==> src/rtl/core/aoi_pkg.sv <==
package aoi_pkg;

	localparam int CORDIC_ITERS = 16;
	localparam int CORDIC_STEPS = (CORDIC_ITERS > 32) ? 32 : CORDIC_ITERS;

	localparam logic signed [31:0] PI_Q        = 32'sd843314857;
	localparam logic signed [31:0] HALF_PI_Q   = 32'sd421657428;
	localparam logic signed [33:0] TWO_PI_Q    = 34'sd1686629714;
	localparam logic signed [33:0] CORDIC_GAIN = 34'sd652032874;
	localparam logic signed [15:0] STEER_LIMIT = 16'sd22938;
	localparam logic [15:0]        WB_MIN      = 16'd64;
	localparam logic [15:0]        WB_RESET    = 16'd256;
	localparam logic [15:0]        T_RESET     = 16'd655;

	localparam logic [7:0] REG_WHEELBASE   = 8'd0;
	localparam logic [7:0] REG_STEP_PERIOD = 8'd1;

	typedef enum logic [3:0] {
		ST_IDLE, ST_CH, ST_MX, ST_MY, ST_AY, ST_CS, ST_DT,
		ST_MT, ST_MW, ST_DH, ST_MH, ST_FIN
	} aoi_state_t;

	// arctan(2^-i), Q3.28
	function automatic logic signed [31:0] atan_q28(input logic [4:0] i);
		logic signed [31:0] r;
		case (i)
			5'd0:  r = 32'sd210828714;
			5'd1:  r = 32'sd124459457;
			5'd2:  r = 32'sd65760959;
			5'd3:  r = 32'sd33381290;
			5'd4:  r = 32'sd16755422;
			5'd5:  r = 32'sd8385879;
			5'd6:  r = 32'sd4193963;
			5'd7:  r = 32'sd2097109;
			5'd8:  r = 32'sd1048571;
			5'd9:  r = 32'sd524287;
			5'd10: r = 32'sd262144;
			5'd11: r = 32'sd131072;
			5'd12: r = 32'sd65536;
			5'd13: r = 32'sd32768;
			5'd14: r = 32'sd16384;
			5'd15: r = 32'sd8192;
			5'd16: r = 32'sd4096;
			5'd17: r = 32'sd2048;
			5'd18: r = 32'sd1024;
			5'd19: r = 32'sd512;
			5'd20: r = 32'sd256;
			5'd21: r = 32'sd128;
			5'd22: r = 32'sd64;
			5'd23: r = 32'sd32;
			5'd24: r = 32'sd16;
			5'd25: r = 32'sd8;
			5'd26: r = 32'sd4;
			5'd27: r = 32'sd2;
			5'd28: r = 32'sd1;
			default: r = 32'sd0;
		endcase
		return r;
	endfunction

endpackage

==> src/rtl/core/aoi_div.sv <==
module aoi_div import aoi_pkg::*; (
	input  logic        clk,
	input  logic        arst_n,
	input  logic        start,
	input  logic [63:0] dividend,
	input  logic [31:0] divisor,
	output logic        done,
	output logic [63:0] quot
);
	logic [63:0] q_q;
	logic [31:0] r_q, d_q;
	logic [5:0]  cnt_q;
	logic        busy_q, done_q;
	logic [32:0] trial;
	logic        fits;

	// restoring, one quotient bit per cycle
	assign trial = {r_q, q_q[63]};
	assign fits  = trial >= {1'b0, d_q};

	always_ff @(posedge clk or negedge arst_n) begin
		if (!arst_n) begin
			busy_q <= 1'b0;
			done_q <= 1'b0;
			cnt_q  <= '0;
		end else begin
			done_q <= 1'b0;
			if (start) begin
				busy_q <= 1'b1;
				cnt_q  <= '0;
			end else if (busy_q) begin
				cnt_q <= cnt_q + 6'd1;
				if (cnt_q == 6'd63) begin
					busy_q <= 1'b0;
					done_q <= 1'b1;
				end
			end
		end
	end

	always_ff @(posedge clk) begin
		if (start) begin
			q_q <= dividend;
			r_q <= '0;
			d_q <= divisor;
		end else if (busy_q) begin
			r_q <= fits ? 32'(trial - {1'b0, d_q}) : trial[31:0];
			q_q <= {q_q[62:0], fits};
		end
	end

	assign done = done_q;
	assign quot = q_q;

endmodule

==> config.mk <==
export PLATFORM = sky130hd
export DESIGN_NAME = aoi_div
export DESIGN_NICKNAME = d
export VERILOG_FILES = /design/src/rtl/core/aoi_pkg.sv /design/src/rtl/core/aoi_div.sv
export SDC_FILE = /design/constraint.sdc
export NUM_CORES = 1
export LEC_CHECK = 0
export BUFFER_PORTS_ARGS = -buffer_cell sky130_fd_sc_hd__buf_2
export CORE_AREA = 2 2 139 141
export DETAILED_ROUTE_END_ITERATION = 6
export DIE_AREA = 0 0 141 143
export HOLD_SLACK_MARGIN = 0.12
export PLACE_DENSITY_LB_ADDON = 0.05
export SYNTH_ARGS = -nofsm -noshare
export SYNTH_HDL_FRONTEND = slang
export SYNTH_SLANG_ARGS = --single-unit
==> constraint.sdc <==
create_clock -name clk -period 5.9 [get_ports clk]
set_input_delay 0.885 -clock clk [delete_from_list [all_inputs] [get_ports clk]]
set_output_delay 0.885 -clock clk [all_outputs]
set_load 0.02 [all_outputs]
==> results.json <==
{
  "skew_ns": 0.01334,
  "place_inst": 998,
  "power_density_nw_per_um2": 396.9,
  "worstReg2RegEnd": "r_q[15]",
  "maxCapViolations": 0,
  "htreeDepth": 4,
  "core_region_area_um2": 18580,
  "fin_crit_sh_pct": 54.71,
  "dieArea_um2": 20160,
  "vdd.ir_drop.worst_v": 0.0001959,
  "nets": 916,
  "synth-simple-area-share_pct": 8.380,
  "layout-drive-gt1-share_pct": 34.92,
  "overflow": 0,
  "initial_utilization_pct": 39.45,
  "final_util_pct": 47.75,
  "cts_tree": "built",
  "synth_top_family_by_area": "compound AO/OA/AOI/OAI gates",
  "synth_compound_area_share_pct": 13.42,
  "path_delay_family": "compound AO/OA/AOI/OAI gates",
  "synth_mux_area_share_pct": 13.31,
  "synth_area_leaders": "edfxtp_1 (39%), mux2_2 (9.8%), dfxtp_1 (8.7%), ha_1 (5.6%), mux2i_1 (3.3%)",
  "worstPathMaxFanout": 30,
  "final.setup.tns_ns": 0,
  "antenna_found_initial": 2,
  "grt_pass1_vias": 5491,
  "final-hold-violation-count": 0,
  "detail_route.wirelength_um": 17240,
  "hold_path_class": "in -> async",
  "ctsRootBufferMaster": "clkbuf_16",
  "ff2ff_path_depth": 12,
  "fin_area_um2": 8872,
  "finalSetupViolCount": 0,
  "outcome": "finished, final reports clean",
  "cts_sinks": 136,
  "yosys.area.top_type": "edfxtp_1",
  "critical_path_class": "reg -> reg",
  "rsz0062_at_grt": "no",
  "leakagePower_nw": 3.842,
  "ys_warn_count": 0,
  "synthXorXnorAreaFrac_pct": 3.704,
  "fp-row-count": 50,
  "synth_top_area_share_pct": 39.32,
  "max-slew-margin-rel_pct": 36.27,
  "path_cells": "inv_1, ha_1, nor2b_1, o21bai_4, a2111oi_4, o41ai_4, o21a_4, o21ai_2, or3_1, buf_4, mux2i_1, a211oi_1",
  "synth_cells": 628,
  "yosysSeqAreaShare_pct": 50.79,
  "yosysMostFrequentCell": "edfxtp_1",
  "synthFlopType": "edfxtp_1",
  "setup.worst_path.start_class": "register",
  "cts_buffer_depth": 2,
  "syn_to_final_growth_pct": 21.03,
  "via_count": 5281,
  "holdWs_ns": 0.3169,
  "ys_seq_elements": 136,
  "instances_no_fill": 1031,
  "die_w_um": 141,
  "cp_num_buf_inv": 2,
  "drt-initial-drc-count": 259,
  "rrSetupSlack_ns": 2.67,
  "numCtsBuffers": 17,
  "worstReg2RegStart": "d_q[1]",
  "syn_area_um2": 7331,
  "final.fill_count": 1732,
  "port_buffers": 163,
  "critPathRequiredTime_ns": 6.21,
  "postPlaceCellArea_um2": 8304,
  "clk_latency_ns": 0.42,
  "hold_buffers": 0,
  "critical_path_arrival_ns": 3.54,
  "route.detailed.drc": 0,
  "die_y_um": 143,
  "hpwl_um": 12090,
  "place.gp.congestion": 0.8031,
  "fmax_mhz": 309.8,
  "synth_nets": 761,
  "wl_per_cell_um": 16.72,
  "detail-route-antenna-nets": 0,
  "synthTopCellsByCount": "edfxtp_1 (96), mux2_2 (64), inv_1 (40), nor2_1 (40), nand2_1 (36)",
  "avgViaCountPerCell": 5.122,
  "regArea_um2": 3725,
  "track_usage_pct": 17.85,
  "multiInputGateArea_um2": 3281,
  "worst_pin_slew_ns": 0.9560,
  "syn_area_per_cell_um2": 11.67,
  "synth_edf_count": 96,
  "async_reset_ff_share_pct": 5.882,
  "setup.worst_path.end_class": "register",
  "drt_pre_antenna_iters": 4,
  "ys_types": 61,
  "path_clk_slew_ns": 0.06,
  "grt_max_degree": 76,
  "post_cts_buffers": 0,
  "max_stage_delay_ns": 0.44,
  "grt_pass1_wl_um": 28340,
  "io_pins": 164,
  "crit_path_top_delay_cell": "buf_4",
  "synth_adder_area_share_pct": 5.905,
  "finalMaxSlewViolations": 0,
  "layout_min_cycle_time_ns": 3.228,
  "cts_resized": 0
}
[flip-flops by register name, summed over array words and instances, names as in the netlist]
signal and flops:
cnt_q 6, quot 64, r_q 32, busy_q 1, done 1, d_q 32
[area by class of cell]
type                       count  area share (%)
tap                          234           3.300
clock buffer                  18           4.837
clock inverter                14           1.537
sequential                   136           41.98
inverter                      40           1.692
multi-input combinational    420           36.98
antenna                        1         0.02820
timing repair buffer         168           9.646
[metrics by stage]
step	setup slack, ns	total power [mW]
global route	2.418	3.744
floorplan	2.894	2.268
finish	2.672	3.522
global placement	2.703	2.503
detailed placement	2.661	2.505
CTS	2.636	3.565
[cell usage in the layout, fill, tap and decap left out, types with 17 or more instances in the layout]
| cell | Yosys | final |
|---|---|---|
| a21o_1 | 18 | 18 |
| a21oi_1 | 32 | 32 |
| buf_2 | 2 | 162 |
| clkbuf_16 | 0 | 17 |
| dfxtp_1 | 32 | 32 |
| edfxtp_1 | 96 | 96 |
| ha_1 | 33 | 33 |
| inv_1 | 40 | 39 |
| mux2_2 | 64 | 64 |
| mux2i_1 | 24 | 24 |
| nand2_1 | 36 | 36 |
| nor2_1 | 40 | 39 |
[logic make-up after synthesis]
kind of cell,after synthesis
simple gates,130
xor+xnor,31
compound gates,136
flops,136
mux,89
fa+ha+maj,34
buf+inv,72
[report_power, final]
group / total, mW / leakage (nW) / switching, mW / internal [mW]
combinational: 1.21 / 2.22 / 0.681 / 0.525
clock: 1.04 / 0.269 / 0.446 / 0.590
sequential: 1.28 / 1.36 / 0.0981 / 1.18
[layer usage]
layer	global-route usage (%)	vias up	share of wire, %
li1	-	2639	-
met1	21.85	2484	44
met2	29.50	145	47
met3	7.143	11	8.2
met4	4.684	2	0.77
met5	0	-	0.064
[how the worst max path moves through the flow]
stage                        start        to  slack, ns  depth (start not counted)
final                       d_q[1]   r_q[15]       2.67                         12
after global routing      quot[63]   r_q[30]       2.42                         12
after CTS                   d_q[1]   r_q[15]       2.64                         12
after detailed placement     start  quot[42]       2.66                          5
after global placement      d_q[1]    r_q[8]       2.70                         12
after floorplan             d_q[3]   quot[0]       2.89                         13
No activity file was read; power rests on OpenSTA's default activity.
