[config.mk]
export PLATFORM = sky130hd
export DESIGN_NAME = aoi_cordic
export DESIGN_NICKNAME = d
export VERILOG_FILES = /design/src/rtl/core/aoi_pkg.sv /design/src/rtl/core/aoi_cordic.sv
export SDC_FILE = /design/constraint.sdc
export NUM_CORES = 1
export LEC_CHECK = 0
export BUFFER_PORTS_ARGS = -buffer_cell sky130_fd_sc_hd__buf_4
export CAP_MARGIN = 5
export CORE_AREA = 2 2 188 264
export DETAILED_ROUTE_END_ITERATION = 6
export DIE_AREA = 0 0 190 266
export SLEW_MARGIN = 10
export SYNTH_ARGS = -nofsm -noshare
export SYNTH_HDL_FRONTEND = slang
export SYNTH_SLANG_ARGS = --single-unit
[constraint.sdc]
create_clock -name clk -period 9.3 [get_ports clk]
set_input_delay 0.465 -clock clk [delete_from_list [all_inputs] [get_ports clk]]
set_output_delay 0.465 -clock clk [all_outputs]
set_load 0.1 [all_outputs]
[src/rtl/core/aoi_pkg.sv]
package aoi_pkg;

	localparam int CORDIC_ITERS = 16;
	localparam int CORDIC_STEPS = (CORDIC_ITERS > 32) ? 32 : CORDIC_ITERS;

	localparam logic signed [31:0] PI_Q        = 32'sd843314857;
	localparam logic signed [31:0] HALF_PI_Q   = 32'sd421657428;
	localparam logic signed [33:0] TWO_PI_Q    = 34'sd1686629714;
	localparam logic signed [33:0] CORDIC_GAIN = 34'sd652032874;
	localparam logic signed [15:0] STEER_LIMIT = 16'sd22938;
	localparam logic [15:0]        WB_MIN      = 16'd64;
	localparam logic [15:0]        WB_RESET    = 16'd256;
	localparam logic [15:0]        T_RESET     = 16'd655;

	localparam logic [7:0] REG_WHEELBASE   = 8'd0;
	localparam logic [7:0] REG_STEP_PERIOD = 8'd1;

	typedef enum logic [3:0] {
		ST_IDLE, ST_CH, ST_MX, ST_MY, ST_AY, ST_CS, ST_DT,
		ST_MT, ST_MW, ST_DH, ST_MH, ST_FIN
	} aoi_state_t;

	// arctan(2^-i), Q3.28
	function automatic logic signed [31:0] atan_q28(input logic [4:0] i);
		logic signed [31:0] r;
		case (i)
			5'd0:  r = 32'sd210828714;
			5'd1:  r = 32'sd124459457;
			5'd2:  r = 32'sd65760959;
			5'd3:  r = 32'sd33381290;
			5'd4:  r = 32'sd16755422;
			5'd5:  r = 32'sd8385879;
			5'd6:  r = 32'sd4193963;
			5'd7:  r = 32'sd2097109;
			5'd8:  r = 32'sd1048571;
			5'd9:  r = 32'sd524287;
			5'd10: r = 32'sd262144;
			5'd11: r = 32'sd131072;
			5'd12: r = 32'sd65536;
			5'd13: r = 32'sd32768;
			5'd14: r = 32'sd16384;
			5'd15: r = 32'sd8192;
			5'd16: r = 32'sd4096;
			5'd17: r = 32'sd2048;
			5'd18: r = 32'sd1024;
			5'd19: r = 32'sd512;
			5'd20: r = 32'sd256;
			5'd21: r = 32'sd128;
			5'd22: r = 32'sd64;
			5'd23: r = 32'sd32;
			5'd24: r = 32'sd16;
			5'd25: r = 32'sd8;
			5'd26: r = 32'sd4;
			5'd27: r = 32'sd2;
			5'd28: r = 32'sd1;
			default: r = 32'sd0;
		endcase
		return r;
	endfunction

endpackage

[src/rtl/core/aoi_cordic.sv]
module aoi_cordic import aoi_pkg::*; (
	input  logic               clk,
	input  logic               arst_n,
	input  logic               start,
	input  logic signed [31:0] angle,
	output logic               done,
	output logic signed [33:0] cos_o,
	output logic signed [33:0] sin_o
);
	logic signed [33:0] x_q, y_q;
	logic signed [31:0] z_q;
	logic [5:0]         cnt_q;
	logic               busy_q, done_q, neg_q;
	logic [4:0]         idx;

	assign idx = cnt_q[4:0];

	always_ff @(posedge clk or negedge arst_n) begin
		if (!arst_n) begin
			busy_q <= 1'b0;
			done_q <= 1'b0;
			cnt_q  <= '0;
		end else begin
			done_q <= 1'b0;
			if (start) begin
				busy_q <= 1'b1;
				cnt_q  <= '0;
			end else if (busy_q) begin
				cnt_q <= cnt_q + 6'd1;
				if (cnt_q == 6'(CORDIC_STEPS - 1)) begin
					busy_q <= 1'b0;
					done_q <= 1'b1;
				end
			end
		end
	end

	always_ff @(posedge clk) begin
		if (start) begin
			x_q <= CORDIC_GAIN;
			y_q <= '0;
			// fold outer half-planes by pi, negate at the end
			if (angle > HALF_PI_Q) begin
				z_q   <= angle - PI_Q;
				neg_q <= 1'b1;
			end else if (angle < -HALF_PI_Q) begin
				z_q   <= angle + PI_Q;
				neg_q <= 1'b1;
			end else begin
				z_q   <= angle;
				neg_q <= 1'b0;
			end
		end else if (busy_q) begin
			if (z_q >= 0) begin
				x_q <= x_q - (y_q >>> idx);
				y_q <= y_q + (x_q >>> idx);
				z_q <= z_q - atan_q28(idx);
			end else begin
				x_q <= x_q + (y_q >>> idx);
				y_q <= y_q - (x_q >>> idx);
				z_q <= z_q + atan_q28(idx);
			end
		end
	end

	assign done  = done_q;
	assign cos_o = neg_q ? -x_q : x_q;
	assign sin_o = neg_q ? -y_q : y_q;

endmodule

==> impl_metrics.toml, run 1 <==
[clocking]
clk_pin_slew_ns = 0.09
clockRootBuffer = "clkbuf_16"
cts_resized = 0
cts.sinks = 109
post_cts_buffers = 0
htree_levels = 3
clk_latency_ns = 0.40
cts_buffer_depth = 2
cts_buffers = 9
cts_tree = "done"
ctsHoldBuffers = 1

[grt]
grt_pass1_vias = 18700
gr-total-overflow = 0
antenna_found_initial = 1
grtUsageTotal_pct = 29.4
grt_pass1_wl_um = 114000
grt_max_degree = 62

[floorplan]
core_area_um2 = 48400
ios = 104
die_x_um = 190
die_y_um = 266
start_util_pct = 39.4
num_rows = 96
die-area_um2 = 50500

[worst_setup_path]
regToRegEndpoint = "y_q[33]"
slowest_delay_ns = 0.98
r2r_start = "cnt_q[0]"
worst-r2r-cell-count = 23
path_cells = "buf_4 > mux2_2 > mux2_2 > a32o_1 > a211oi_1 > ha_1 > and2_1 > nand4_1 > nor3_4 > a311oi_1 > a41oi_1 > o22ai_1 > ha_1 > nand4_1 > or3_1 > or3_1 > a21oi_1 > nor3_1 > a211oi_1 > o211ai_1 > and3_1 > mux2_4 > mux2_4"
rrSetupSlack_ns = 1.64
crit_buf_inv = 1
end_kind = "flop"
arrival_ns = 7.95
worstPathMaxFanout = 53
crit_type = "flop to flop"
cpMaxStageDelayCell = "dfrtp_4"
crit_family = "simple AND/OR/NAND/NOR gates"
cp-start-kind = "flop"
required_ns = 9.58

[cells_and_area]
fill_cells = 4966
nNetsFinal = 2545
synthToLayoutAreaGrowth_pct = 6.91
drive_above_1_share_pct = 14.1

[place]
globalplace.congestion = 0.999
dpl.hpwl_um = 57200
port_buffers = 103

[yosys]
yosysWarnings = 0
synth_fp_nets = 2592
netlist_area_um2 = 19100
synth_top_area_cell = "mux4_2"
synth_edf_count = 33
syn_inst = 2444
yosys.area.top_type_share_pct = 8.14
synth_cell_types = 105
postSynthAreaPerCell_um2 = 7.81
synth_ff_type = "dfxtp_1"
async_flop_share_pct = 7.34
ys_top_cells_by_count = "nand2_1, nor2_1, a21oi_1"
synthTopCellsByArea = "mux4_2, xnor2_1, ha_1"
seq_area_frac_synth_pct = 13.4
synth.most_common_cell = "nand2_1"
synth.ff_latch_count = 109

[drt]
via_per_inst = 6.34
post_drt_wl_per_cell_um = 24.7
vias = 19300
drtIter0Drc = 1541
drt-total-wl_um = 75100
drcViolationCount = 10
drt-pass1-iter-count = 7
ant_nets = 0

[sta]
slew_viol_final = 0
setup_viol_count_final = 0
skew_ns = 0.0142
finalCritPeriodShare_pct = 82.4
rsz0062_at_grt = "false"
tns_ns = 0
relSlewSlack_pct = 10.4
fmax_ghz = 0.131
worst_pin_slew_ns = 1.34
finalHoldViolations = 0
layout_min_cycle_time_ns = 7.66

[outcome]
failed_checks = "DRC"
status = "finished with violations"

[run]
maxCapViolations = 0

[hold_path]
hp-class = "input port to async pin"
==> state kept, by name, indices dropped and copies added (netlist names) <==
name    cells
y_q        34
busy_q      1
neg_q       1
x_q        34
done        1
z_q        32
cnt_q       6
==> cell usage in the layout (no fill, tap or decap), types with 31 or more instances in the layout <==
cell type and instances:
nand2_1 205, nor2_1 181, a21oi_1 171, xnor2_1 168, o21ai_0 161, buf_4 143
ha_1 110, xor2_1 85, mux2i_1 82, mux4_2 69, dfxtp_1 68, a21o_1 59
inv_1 57, nand3_1 52, nor3_1 50, mux2_2 41, nand2b_1 41, edfxtp_1 33
a211oi_1 32, and3_1 31
==> worst max path at each step <==
stage	startpoint	to	cells after the start	slack (ns)
global placement	cnt_q[0]	y_q[33]	23	1.89
CTS	cnt_q[0]	y_q[33]	23	1.68
global route	cnt_q[0]	y_q[33]	23	1.16
detailed placement	cnt_q[0]	y_q[33]	23	1.71
finish	cnt_q[0]	y_q[33]	23	1.64
floorplan	cnt_q[0]	z_q[28]	28	2.33
==> metal layers <==
metal  GRT usage (%)  part of all wire [%]
met5               0                     0
met3            3.62                   4.9
met4            19.5                   7.4
met2            51.7                    50
met1            33.0                    38
==> worst register-to-register path: cells and delay by family, from the launching register on <==
kind            cells  cell delay (ns)
mux                 4             1.29
compound gates      8             1.88
fa+ha+maj           2             0.66
flops               1             0.98
simple gates        8             2.16
buf+inv             1             0.58
==> area by class of cell <==
type	count	area, um^2	area share [%]
antenna	1	2.50	0.0123
clock buffer	10	233	1.14
clock inverter	6	47.5	0.233
inverter	60	225	1.10
multi-input combinational	2073	15500	75.7
sequential	109	2560	12.6
tap	637	797	3.91
timing repair buffer	144	1080	5.31
==> metrics by stage <==
stage	instance area (um^2)	hold slack (ns)	worst slack, ns	utilization, %	cells
global route	20400	0.440	1.16	42.2	3039
global placement	20100	0.305	1.89	41.6	3022
detailed placement	20100	0.305	1.71	41.6	3022
CTS	20400	0.428	1.68	42.2	3039
floorplan	19100	0.169	2.33	-	2444
finish	20400	0.433	1.64	42.2	3040
==> logic make-up after synthesis <==
kind of cell    after synthesis  synth area share (%)
mux                         199                  15.4
buf+inv                     262                  5.71
compound gates              762                  26.7
xor+xnor                    253                  11.6
simple gates                746                  19.6
fa+ha+maj                   113                  7.52
flops                       109                  13.4
Power of run 1 is left out: the tool's default activity adds up to more than one toggle a clock period on the data nets, which glitch-free logic cannot reach.
==> inputs of run 2 (changes only) <==
Clock period 9.3 ns to 7.8 ns, I/O delays scaled along.
==> impl_metrics.toml, run 2 (same netlist as run 1, synthesis figures left out) <==
[outcome]
status = "completed"

[floorplan]
die-area_um2 = 50500
num_rows = 96
die_x_um = 190
core_area_um2 = 48400
ios = 104
die_y_um = 266
start_util_pct = 39.4

[cells_and_area]
final_cells = 3051
final_cell_mix = "nand2_1, nor2_1, a21oi_1"
fill_cells = 4928
nNetsFinal = 2555
reg_top3 = "x_q (34), y_q (34), z_q (32)"
layout_commonest_cell = "nand2_1"
synthToLayoutAreaGrowth_pct = 7.71
drive_above_1_share_pct = 14.5

[worst_setup_path]
worstPathMaxFanout = 75
regToRegEndpoint = "x_q[33]"
end_kind = "flop"
r2r_start = "cnt_q[0]"
arrival_ns = 7.31
crit_type = "flop to flop"
worst-r2r-cell-count = 22
cp-start-kind = "flop"
rrSetupSlack_ns = 0.78
required_ns = 8.09

[sta]
slew_viol_final = 0
rsz0062_at_grt = "false"
tns_ns = 0
finalHoldViolations = 0
skew_ns = 0.0117
layout_min_cycle_time_ns = 7.02
relSlewSlack_pct = 23.6
finalCritPeriodShare_pct = 90.0
setup_viol_count_final = 0
fmax_ghz = 0.142
worst_pin_slew_ns = 1.15
setup_ws_ns = 0.780

[drt]
via_per_inst = 6.33
post_drt_wl_per_cell_um = 24.0
drt-pass1-iter-count = 5
drtIter0Drc = 1507
top_layer_used = "met4"
drt-total-wl_um = 73100
met1Wirelength_um = 28200
ant_nets = 0
wl_met2_um = 37600
vias = 19300
met3_length_um = 2940
drcViolationCount = 0

[place]
port_buffers = 103
globalplace.congestion = 0.990
dpl.hpwl_um = 56900
post-place-ws_ns = 0.838
dp_cells = 3032

[clocking]
post_cts_buffers = 0
clockRootBuffer = "clkbuf_16"
cts_buffer_depth = 2
cts_tree = "done"
cts.sinks = 109
cts_resized = 0
clk_latency_ns = 0.40
cts_buffers = 9
clk_pin_slew_ns = 0.08
htree_levels = 3

[run]
maxCapViolations = 0

[grt]
gr-total-overflow = 0
grt_pass1_wl_um = 112000
antenna_found_initial = 2
grt_pass1_vias = 18900
grtUsageTotal_pct = 28.5
grt_max_degree = 76

[hold_path]
hp-class = "input port to async pin"
-- run 2: cell types whose count changed in the layout (fill, tap and decap cells not counted) --
| cell | previous run | this run |
|---|---|---|
| buf_4 | 143 | 150 |
| buf_12 | 0 | 3 |
| clkinv_1 | 4 | 2 |
| bufinv_16 | 0 | 1 |
| clkbuf_4 | 1 | 0 |
| clkinv_2 | 1 | 0 |
| clkinv_4 | 1 | 2 |
| clkinv_8 | 0 | 1 |
| diode_2 | 1 | 2 |
| inv_1 | 57 | 58 |
-- run 2: how the worst max path moves through the flow --
stage                  start  endpoint  slack [ns]  depth (start not counted)
global route        cnt_q[0]   x_q[33]        0.39                         22
global placement    cnt_q[0]   x_q[33]        0.98                         20
CTS                 cnt_q[0]   y_q[33]        0.82                         23
detailed placement  cnt_q[0]   y_q[33]        0.84                         23
floorplan           cnt_q[0]   z_q[28]        0.83                         28
finish              cnt_q[0]   x_q[33]        0.78                         22
-- run 2: per-stage QoR --
stage          utilization, %  area [um^2]  hold slack, ns
6_report                 42.5        20600           0.355
5_1_grt                  42.5        20600           0.366
4_1_cts                  42.5        20600           0.330
3_5_place_dp             41.8        20200           0.219
3_3_place_gp             41.8        20200           0.219
2_1_floorplan               -        19100          0.0944
-- run 2: repair_timing --
| action | CTS | global route |
|---|---|---|
| hold endpoints to repair | 8 | 0 |
| endpoints found under the setup margin | 0 | 0 |
| hold buffers | 1 | 0 |
-- run 2: layout make-up --
cell class / instances / area, um^2 / area share, %
clock inverters: 7 / 93.8 / 0.456
clock buffers: 9 / 225 / 1.10
diodes: 2 / 5.00 / 0.0243
well taps: 637 / 797 / 3.88
repair buffers: 154 / 1200 / 5.82
inverters: 60 / 225 / 1.10
multi-input cells: 2073 / 15500 / 75.2
flip-flops and latches: 109 / 2560 / 12.5
-- run 2: layer usage --
metal / vias up / track usage [%]
li1: 9061 / -
met1: 9435 / 32.0
met2: 627 / 52.0
met3: 196 / 2.77
met4: 0 / 16.4
met5: - / 0
-- run 2: critical path: stages, from the launching register on --
cell and delay, ns:
dfrtp_4 0.68, buf_12 0.42, mux4_2 0.59, mux2i_1 0.56, a21oi_1 0.16, a32o_1 0.26
inv_1 0.08, ha_1 0.19, nand2_1 0.11, or3_4 0.44, or4_4 0.56, o41ai_1 0.43
xor2_1 0.22, ha_1 0.32, o21ai_0 0.11, nand2b_1 0.09, and3_1 0.20, a22oi_1 0.20
a21oi_1 0.12, o211a_1 0.24, or3_1 0.35, mux2i_1 0.14, mux2_2 0.34
Power of run 2 is left out for the same reason.
==> inputs of run 3 (changes only) <==
Clock period 7.8 ns to 8.4 ns, I/O delays scaled along.
==> impl_metrics.toml, run 3 (same netlist as run 1, synthesis figures left out) <==
[cells_and_area]
layout_commonest_cell = "nand2_1"
drive_above_1_share_pct = 14.1
final_cell_mix = "nand2_1, nor2_1, a21oi_1"
utilization_pct = 42.2
synthToLayoutAreaGrowth_pct = 6.94
nNetsFinal = 2539
reg_top3 = "x_q (34), y_q (34), z_q (32)"

[grt]
gr-total-overflow = 0
grt_pass1_wl_um = 113000
antenna_found_initial = 3
grt_max_degree = 66
grtUsageTotal_pct = 29.0
grt_pass1_vias = 18900

[floorplan]
die-area_um2 = 50500
die_x_um = 190
num_rows = 96
ios = 104
die_y_um = 266
start_util_pct = 39.4
core_area_um2 = 48400

[sta]
setup_viol_count_final = 0
worst_pin_slew_ns = 1.28
relSlewSlack_pct = 14.1
finalCritPeriodShare_pct = 85.8
tns_ns = 0
skew_ns = 0.00895
slew_viol_final = 0
rsz0062_at_grt = "false"
finalHoldViolations = 0
fmax_ghz = 0.139
layout_min_cycle_time_ns = 7.21

[drt]
drt-pass1-iter-count = 6
drt-total-wl_um = 74200
ant_nets = 0
post_drt_wl_per_cell_um = 24.5
vias = 19500
drcViolationCount = 0
drtIter0Drc = 1664
via_per_inst = 6.42

[clocking]
clk_pin_slew_ns = 0.09
cts_resized = 0
cts.sinks = 109
cts_buffer_depth = 2
ctsHoldBuffers = 1
htree_levels = 3
post_cts_buffers = 0
clk_latency_ns = 0.40
cts_tree = "done"
clockRootBuffer = "clkbuf_16"
cts_buffers = 9

[hold_path]
hp-class = "input port to async pin"

[place]
dpl.hpwl_um = 56800
globalplace.congestion = 1.02
port_buffers = 103

[worst_setup_path]
end_kind = "flop"
arrival_ns = 7.50
crit_type = "flop to flop"
required_ns = 8.69
rrSetupSlack_ns = 1.19
worstPathMaxFanout = 22
cp-start-kind = "flop"

[run]
maxCapViolations = 0

[outcome]
status = "completed"
[run 3: final timing paths]
check / to / cells after the start / start
setup reg to reg: y_q[33] / 22 / cnt_q[3]
max in group asynchronous: cnt_q[0] / 2 / arst_n
hold / removal: done / 2 / arst_n
hold reg to reg: cnt_q[5] / 2 / cnt_q[5]
setup / recovery: y_q[33] / 22 / cnt_q[3]
min in group clk: z_q[16] / 3 / angle[16]
[run 3: worst max-delay path: stages, from the launching register on]
cell	delay, ns
dfrtp_2	0.53
clkinv_1	0.81
mux4_2	0.81
mux2i_1	0.36
o221a_2	0.32
ha_1	0.16
and2_1	0.20
nand4_1	0.23
nor3_4	0.35
a311oi_1	0.15
a41oi_1	0.19
o22ai_1	0.11
ha_1	0.41
nand4_1	0.14
or3_1	0.39
or3_1	0.35
a21oi_1	0.18
nor3_1	0.14
a211oi_1	0.33
o211ai_1	0.17
and3_1	0.19
mux2_4	0.27
mux2_4	0.29
[run 3: through the flow]
stage	cell area [um^2]	cells	hold WS [ns]	setup WS (ns)
finish	20400	3035	0.371	1.19
global route	20400	3035	0.374	0.744
CTS	20400	3033	0.368	1.34
detailed placement	20100	3016	0.250	1.37
global placement	20100	3016	0.251	1.35
floorplan	19100	2444	0.124	1.43
[run 3: final cells by class]
type	instances	area, um^2
flip-flops and latches	109	2560
repair buffers	138	1060
well taps	637	797
clock buffers	9	225
multi-input cells	2073	15500
fillers	4965	28000
inverters	60	225
clock inverters	7	66.3
diodes	2	5.00
[run 3: metal layers]
| metal | GRT usage [%] | wire (um) | part of all wire, % | vias to the layer above |
|---|---|---|---|---|
| met5 | 0 | 17 | 0.023 | - |
| met4 | 17.2 | 4760 | 6.4 | 2 |
| met3 | 4.15 | 4020 | 5.4 | 241 |
| met2 | 52.0 | 37300 | 50 | 804 |
| met1 | 32.5 | 28100 | 38 | 9421 |
| li1 | - | - | - | 9002 |
Power of run 3 is left out for the same reason.
